## src/rtl/quad_region_point_filter_unit_macros.svh

```systemverilog
// Assertion macros for the quad region point filter.
`ifndef QUAD_REGION_POINT_FILTER_UNIT_MACROS_SVH
`define QUAD_REGION_POINT_FILTER_UNIT_MACROS_SVH

// same-cycle implication
`define QRPF_ASSERT_IMPLY(lbl, ante, cons) \
   lbl: assert property (@(posedge clock) disable iff (reset) (ante) |-> (cons)) \
      else $error("qrpf assertion failed");

// next-cycle implication
`define QRPF_ASSERT_NEXT(lbl, ante, cons) \
   lbl: assert property (@(posedge clock) disable iff (reset) (ante) |=> (cons)) \
      else $error("qrpf assertion failed");

`endif

```

## src/rtl/qrpf_pkg.sv

```systemverilog
// Package: types and constants for the quad region point filter.
package qrpf_pkg;

   localparam int VW   = 40;
   localparam int DW   = 41;
   localparam int LOW  = 20;
   localparam int HIW  = DW - LOW;
   localparam int PW   = 2 * DW;
   localparam int TW   = 34;
   localparam int NUMW = 50;
   localparam int CNTW = 6;

   localparam logic signed [VW-1:0] VX_FAR  = 40'sd1572864;
   localparam logic signed [VW-1:0] VX_NEAR = -40'sd262144;
   localparam logic signed [VW-1:0] VY_TOP  = 40'sd2621440;
   localparam logic signed [VW-1:0] VY_BOT  = -40'sd2621440;
   localparam logic signed [TW-1:0] T_POS   = 34'sd1310720;
   localparam logic signed [TW-1:0] T_NEG   = -34'sd1310720;
   localparam logic signed [31:0]   ONE_Q16 = 32'sd65536;

   localparam logic [2:0] CSR_ENABLE      = 3'd0;
   localparam logic [2:0] CSR_SLOPE_A     = 3'd1;
   localparam logic [2:0] CSR_INTERCEPT_A = 3'd2;
   localparam logic [2:0] CSR_SLOPE_B     = 3'd3;
   localparam logic [2:0] CSR_INTERCEPT_B = 3'd4;

   typedef struct packed {
      logic signed [31:0] point_x;
      logic signed [31:0] point_y;
      logic signed [31:0] point_z;
      logic [31:0]        point_intensity;
   } req_payload_type;

   typedef struct packed {
      logic signed [31:0] kept_x;
      logic signed [31:0] kept_y;
      logic signed [31:0] kept_z;
      logic [31:0]        kept_intensity;
   } rsp_payload_type;

   typedef struct packed {
      logic                enable;
      logic                busy;
      logic [3:0][VW-1:0]  vx;
      logic [3:0][VW-1:0]  vy;
      logic [3:0][DW-1:0]  d;
      logic [3:0][DW-1:0]  dx;
   } geom_type;

endpackage

```

## src/rtl/qrpf_vertex_unit.sv

```systemverilog
// Configuration registers and sequential vertex and edge constant builder.
module qrpf_vertex_unit import qrpf_pkg::*; (
   input  logic        clock,
   input  logic        reset,
   input  logic        csr_we,
   input  logic [2:0]  csr_index,
   input  logic [31:0] csr_wdata,
   output geom_type    geom
);

   typedef enum logic [2:0] {ST_LOAD, ST_RUN, ST_STORE, ST_FIN, ST_IDLE} state_type;

   state_type         state_ff;
   logic [1:0]        job_ff;
   logic [CNTW-1:0]   cnt_ff;
   logic [NUMW-1:0]   num_ff;
   logic [NUMW-1:0]   quo_ff;
   logic [31:0]       rem_ff;
   logic [31:0]       dvsr_ff;
   logic              neg_ff;
   logic [VW-1:0]     qx_ff [4];
   logic              enable_ff;
   logic signed [31:0] slope_a_ff, icpt_a_ff, slope_b_ff, icpt_b_ff;
   logic [3:0][VW-1:0] vx_ff, vy_ff;
   logic [3:0][DW-1:0] d_ff, dx_ff;

   logic signed [31:0]   s_c, c_c;
   logic signed [TW-1:0] t_c;
   logic [TW-2:0]        t_abs_c;
   logic [32:0]          rem_sh_c;
   logic                 ge_c;
   logic [32:0]          rem_sub_c;
   logic [VW-1:0]        qmag_c;
   logic signed [VW-1:0] vx_c [4];
   logic signed [VW-1:0] vy_c [4];
   logic                 sh_a_c, sh_b_c;
   logic signed [VW-1:0] sa_c, ca_c, sb_c, cb_c;

   always_comb begin
      s_c = job_ff[1] ? slope_b_ff : slope_a_ff;
      c_c = job_ff[1] ? icpt_b_ff : icpt_a_ff;
      t_c = ((job_ff == 2'd1) || (job_ff == 2'd2) ? T_POS : T_NEG) - TW'(c_c);
      t_abs_c = t_c[TW-1] ? (TW-1)'(-t_c) : t_c[TW-2:0];
      rem_sh_c = {rem_ff, num_ff[NUMW-1]};
      ge_c = rem_sh_c >= {1'b0, dvsr_ff};
      rem_sub_c = ge_c ? (rem_sh_c - {1'b0, dvsr_ff}) : rem_sh_c;
      qmag_c = quo_ff[VW-1:0] + VW'(neg_ff && (rem_ff != 32'd0));
      sa_c = VW'(slope_a_ff);
      ca_c = VW'(icpt_a_ff);
      sb_c = VW'(slope_b_ff);
      cb_c = VW'(icpt_b_ff);
      sh_a_c = (slope_a_ff > -ONE_Q16) && (slope_a_ff < ONE_Q16);
      sh_b_c = (slope_b_ff > -ONE_Q16) && (slope_b_ff < ONE_Q16);
      if (sh_a_c) begin
         vx_c[0] = VX_FAR;
         vy_c[0] = (sa_c * 12 + ca_c) <<< 1;
         vx_c[1] = VX_NEAR;
         vy_c[1] = sa_c + (ca_c <<< 1);
      end else begin
         vx_c[0] = $signed(qx_ff[0]);
         vy_c[0] = VY_BOT;
         vx_c[1] = $signed(qx_ff[1]);
         vy_c[1] = VY_TOP;
      end
      if (sh_b_c) begin
         vx_c[2] = VX_NEAR;
         vy_c[2] = sb_c + (cb_c <<< 1);
         vx_c[3] = VX_FAR;
         vy_c[3] = (sb_c * 12 + cb_c) <<< 1;
      end else begin
         vx_c[2] = $signed(qx_ff[2]);
         vy_c[2] = VY_TOP;
         vx_c[3] = $signed(qx_ff[3]);
         vy_c[3] = VY_BOT;
      end
   end

   always_ff @(posedge clock) begin
      if (reset) begin
         state_ff   <= ST_LOAD;
         job_ff     <= 2'd0;
         enable_ff  <= 1'b0;
         slope_a_ff <= '0;
         icpt_a_ff  <= '0;
         slope_b_ff <= '0;
         icpt_b_ff  <= '0;
      end else if (csr_we) begin
         state_ff <= ST_LOAD;
         job_ff   <= 2'd0;
         unique case (csr_index)
            CSR_ENABLE:      enable_ff  <= csr_wdata[0];
            CSR_SLOPE_A:     slope_a_ff <= csr_wdata;
            CSR_INTERCEPT_A: icpt_a_ff  <= csr_wdata;
            CSR_SLOPE_B:     slope_b_ff <= csr_wdata;
            CSR_INTERCEPT_B: icpt_b_ff  <= csr_wdata;
            default: ;
         endcase
      end else begin
         unique case (state_ff)
            ST_LOAD: begin
               num_ff   <= {t_abs_c, 17'b0};
               dvsr_ff  <= s_c[31] ? 32'(-s_c) : s_c;
               neg_ff   <= t_c[TW-1] ^ s_c[31];
               rem_ff   <= '0;
               quo_ff   <= '0;
               cnt_ff   <= CNTW'(NUMW - 1);
               state_ff <= ST_RUN;
            end
            ST_RUN: begin
               rem_ff <= rem_sub_c[31:0];
               num_ff <= {num_ff[NUMW-2:0], 1'b0};
               quo_ff <= {quo_ff[NUMW-2:0], ge_c};
               cnt_ff <= cnt_ff - CNTW'(1);
               if (cnt_ff == '0) state_ff <= ST_STORE;
            end
            ST_STORE: begin
               qx_ff[job_ff] <= neg_ff ? -qmag_c : qmag_c;
               job_ff <= job_ff + 2'd1;
               state_ff <= (job_ff == 2'd3) ? ST_FIN : ST_LOAD;
            end
            ST_FIN: begin
               for (int i = 0; i < 4; i++) begin
                  vx_ff[i] <= vx_c[i];
                  vy_ff[i] <= vy_c[i];
                  d_ff[i]  <= DW'(vy_c[(i + 1) % 4]) - DW'(vy_c[i]);
                  dx_ff[i] <= DW'(vx_c[(i + 1) % 4]) - DW'(vx_c[i]);
               end
               state_ff <= ST_IDLE;
            end
            ST_IDLE: ;
            default: state_ff <= ST_LOAD;
         endcase
      end
   end

   assign geom.enable = enable_ff;
   assign geom.busy   = (state_ff != ST_IDLE);
   assign geom.vx     = vx_ff;
   assign geom.vy     = vy_ff;
   assign geom.d      = d_ff;
   assign geom.dx     = dx_ff;

endmodule

```

## config.mk

```make
export PLATFORM = sky130hd
export DESIGN_NAME = qrpf_vertex_unit
export DESIGN_NICKNAME = d
export VERILOG_FILES = /design/src/rtl/quad_region_point_filter_unit_macros.svh /design/src/rtl/qrpf_pkg.sv /design/src/rtl/qrpf_vertex_unit.sv
export SDC_FILE = /design/constraint.sdc
export NUM_CORES = 2
export LEC_CHECK = 0
export BUFFER_PORTS_ARGS = -buffer_cell sky130_fd_sc_hd__buf_4
export CORE_MARGIN = 2
export CORE_UTILIZATION = 52
export CTS_BUF_LIST = sky130_fd_sc_hd__clkbuf_16
export CTS_CLUSTER_DIAMETER = 80
export DETAILED_ROUTE_END_ITERATION = 16
export PLACE_DENSITY = 0.73
export SYNTH_ARGS = -nofsm -noshare
export SYNTH_HDL_FRONTEND = slang
export SYNTH_SLANG_ARGS = --single-unit
```

## constraint.sdc

```tcl
create_clock -name clock -period 34.7 [get_ports clock]
set_input_delay 6.94 -clock clock [delete_from_list [all_inputs] [get_ports clock]]
set_output_delay 6.94 -clock clock [all_outputs]
set_load 0.02 [all_outputs]
```

==> results.txt <==
Outcome: complete, no violations
Largest family of logic cells by synthesized area: compound AO/OA/AOI/OAI gates
GPL Wtd Cong: 0.981
Worst-Skew Late Latency: 0.75 ns
Layout Nets: 8254
Die X: 367 um
Worst slew margin: 12.1%
Slowest cell on crit path: buf_4
# IOs: 688
Crit end category: flip-flop
Via count: 54600
Die Y: 367 um
CP most frequent cell: buf_4
Internal Power: 2560 uW
Tot GR Track Use: 28.6%
Synthesis Warnings: 0
Mapped Cells: 6880
Synth Area in Compound Gates: 14.9%
I/O Buffers: 684
TritonRoute pass-1 iters: 6
Async set or reset register ratio after synthesis: 0%
Std-Cell Rows: 133
Logic gate share of total power: 29.6%
Core ar.: 131000 um^2
Final Skew: 0.0327 ns
Cts bufs inserted: 113
CTS resizes: 0
Sequential group share of total power: 39.6%
M3 GR Usage: 3.83%
#FFs+latches synth: 1067
Critical path depth in cells: 7
Part of the power in the clock network: 30.8%
Final Hold Viols: 0
ANT nets after route: 0
Period utilisation layout: 31.3%
Required @ worst endpoint: 35.06 ns
Synth Flop Type: edfxtp_1
Max Freq: 92.0 MHz
Buf/Inv on CP: 5
Post-synthesis simple-gate area fraction: 14.4%
Number of flops mapped to enable cells by yosys: 933
Worst Reg-to-Reg Cells: 32
Grt ovf: 0
Postcts setup bufs: 0
Synthesized cell area: 68500 um^2
Clk root buf: clkbuf_16
Layout cell share with drive strength beyond 1: 13.0%
Wire per inst: 21.2 um
Tmin final: 10.87 ns
Adder-Cell Fraction of Synth Area: 12.5%
Detailed-route DRC error count: 0
H-tree depth: 3
Count of cell types in the netlist: 87
Delay-heaviest family, CP: buffers and inverters
CTS tree: yes
Worst VDD drop: 41.9 uV
Maximum Capacitance Violations: 0
Final TNS setup: 0 ns
Largest net degree at the start of global routing: 139
Post-Syn Area per Cell: 9.96 um^2
Wirelength, routed: 199000 um
Worst Path Arrival: 11.23 ns
Met2 GRT Util: 47.3%
Least-Margin Pin Slew: 1.32 ns
Die footprint: 135000 um^2
Post-synthesis sequential area ratio: 44.8%
CP Class: in -> reg
Clk buf depth: 3
Via density: 5.81
GRT met1 Usage: 38.3%
Initial antenna violation count: 20
Unrepaired setup endpoints after global routing: no
Initial Util: 52.2%
First-pass GRT wire length: 302000 um
Cts hold-fix bufs: 0
Crit path max fanout: 138
Pwr dens: 48.0 nW/um^2
P_sw: 1230 uW
Pins Over Slew Limit: 0
CTS Sinks: 1067
P&R area growth vs syn: 15.4%
Sw Share: 32.5%
Synth Area in XOR/XNOR: 8.16%
Min-Delay Path Class: reg -> reg
Critical Path, Cell by Cell: buf_4 > or3_1 > nor2_4 > buf_12 > buf_4 > buf_4 > buf_4
Total power: 3790 uW
HPWL after DPL: 155000 um
Clock-pin slew on the worst setup and hold paths: 0.06 ns
Hold path cells: 2
Vias in the first global route: 52700
Starting DRC count in detailed routing: 5330
Max stage delay on crit path: 0.86 ns
Post-synthesis mux area share: 1.21%
CP Launch Type: input pin
Busiest grt layer: met2
Final setup violation count: 0
Leakage: 0.0346 uW
## kinds of logic after synthesis
kind of cell / Yosys count
buffers and inverters: 705
AOI/OAI and AO/OA: 1623
DFF: 1067
other: 1
muxes: 82
adders and majority gates: 674
xor gates and xnor gates: 638
and+or+nand+nor: 2090
## worst reg2reg max path, delay by kind of cell (launching register included)
kind / cells / cell delay, ns
AO/OA/AOI/OAI: 16 / 4.22
buffers and inverters: 1 / 0.12
adder cells (fa/ha/maj): 4 / 1.45
flip-flops: 1 / 0.56
XOR/XNOR: 3 / 0.43
AND/OR/NAND/NOR: 8 / 1.49
## state kept, by name, indices dropped and copies added (netlist names), 3 cells and up
register / count
cnt_ff: 6
dvsr_ff: 32
geom: 629
icpt_a_ff: 32
icpt_b_ff: 32
num_ff: 33
quo_ff: 40
qx_ff: 160
rem_ff: 32
slope_a_ff: 32
slope_b_ff: 32
state_ff: 3
## power groups by stage
stage | registers [uW] | logic, uW | clock network (uW)
2_1_floorplan | 1530 | 798 | 0
3_3_place_gp | 1530 | 1080 | 0
3_5_place_dp | 1530 | 1100 | 0
4_1_cts | 1500 | 1110 | 1190
5_1_grt | 1510 | 1230 | 1230
6_report | 1500 | 1120 | 1170
## cell usage after synthesis (all sizes together) (11+ instances only)
cell type	count	share of area, %
a211o	11	0.14
a211oi	41	0.45
a21boi	20	0.22
a21o	238	2.6
a21oi	577	4.2
a221o	14	0.20
a221oi	14	0.20
a31oi	53	0.48
a41oi	12	0.15
and2	80	0.73
and3	60	0.55
and4	12	0.15
buf	48	0.41
clkbuf	125	0.68
dfxtp	134	3.9
edfxtp	933	41
fa	15	0.44
ha	659	12
inv	532	2.9
mux2i	77	1.1
nand2	787	4.3
nand2b	155	1.4
nand3	120	0.88
nand3b	16	0.18
nand4	61	0.56
nor2	430	2.4
nor2b	100	0.91
nor3	121	0.91
nor4	21	0.19
o211ai	24	0.26
o21a	86	0.94
o21ai	299	2.2
o21bai	61	0.67
o22ai	13	0.12
o31ai	36	0.40
o41ai	11	0.14
or2	61	0.56
or3	37	0.35
xnor2	445	5.7
xor2	193	2.5
## worst paths after layout
kind,from,endpoint,slack (ns)
hold reg to reg,enable_ff$_SDFFE_PP0P_,enable_ff$_SDFFE_PP0P_,0.47
setup / recovery,reset,geom[112]$_DFFE_PP_,23.83
hold / removal,enable_ff$_SDFFE_PP0P_,enable_ff$_SDFFE_PP0P_,0.47
setup reg to reg,slope_b_ff[6]$_SDFFE_PP0P_,geom[284]$_DFFE_PP_,26.17
## metal layers
| layer | routed length [um] | part of all wire (%) | vias to the layer above |
|---|---|---|---|
| met5 | 75 | 0.038 | - |
| met4 | 7430 | 3.7 | 12 |
| met3 | 14000 | 7.0 | 363 |
| met2 | 93300 | 47 | 2086 |
| met1 | 84600 | 42 | 26200 |
| li1 | - | - | 25900 |
## cells in the final DEF (no fill, tap or decap), types with 120 or more instances in the layout
master      n
nand3_1   120
nand2b_1  155
inv_1     556
o21ai_0   292
dfxtp_1   133
nor2_1    426
nand2_1   787
a21o_1    238
a21oi_1   577
ha_1      659
buf_4     717
edfxtp_1  933
xnor2_1   445
xor2_1    193
## per-stage QoR
stage	worst slack [ns]	hold WS [ns]	instances	util, %	instance area (um^2)
after global placement	23.10	0.458	9182	57.5	75400
after detailed placement	23.04	0.455	9182	57.5	75400
after floorplan	10.39	0.437	6882	-	68500
after global routing	23.49	0.484	9400	60.3	79000
final	23.83	0.468	9404	60.3	79000
after CTS	23.84	0.467	9392	60.2	79000
## area by class of cell
| type | count | area [um^2] |
|---|---|---|
| repair buffers | 718 | 5400 |
| multi-input cells | 5110 | 35100 |
| inverters | 532 | 2000 |
| diodes | 12 | 30.0 |
| clock buffers | 114 | 2850 |
| fillers | 10900 | 52100 |
| flip-flops and latches | 1067 | 30700 |
| clock inverters | 96 | 704 |
| well taps | 1755 | 2200 |
No activity file was read; power rests on OpenSTA's default activity.
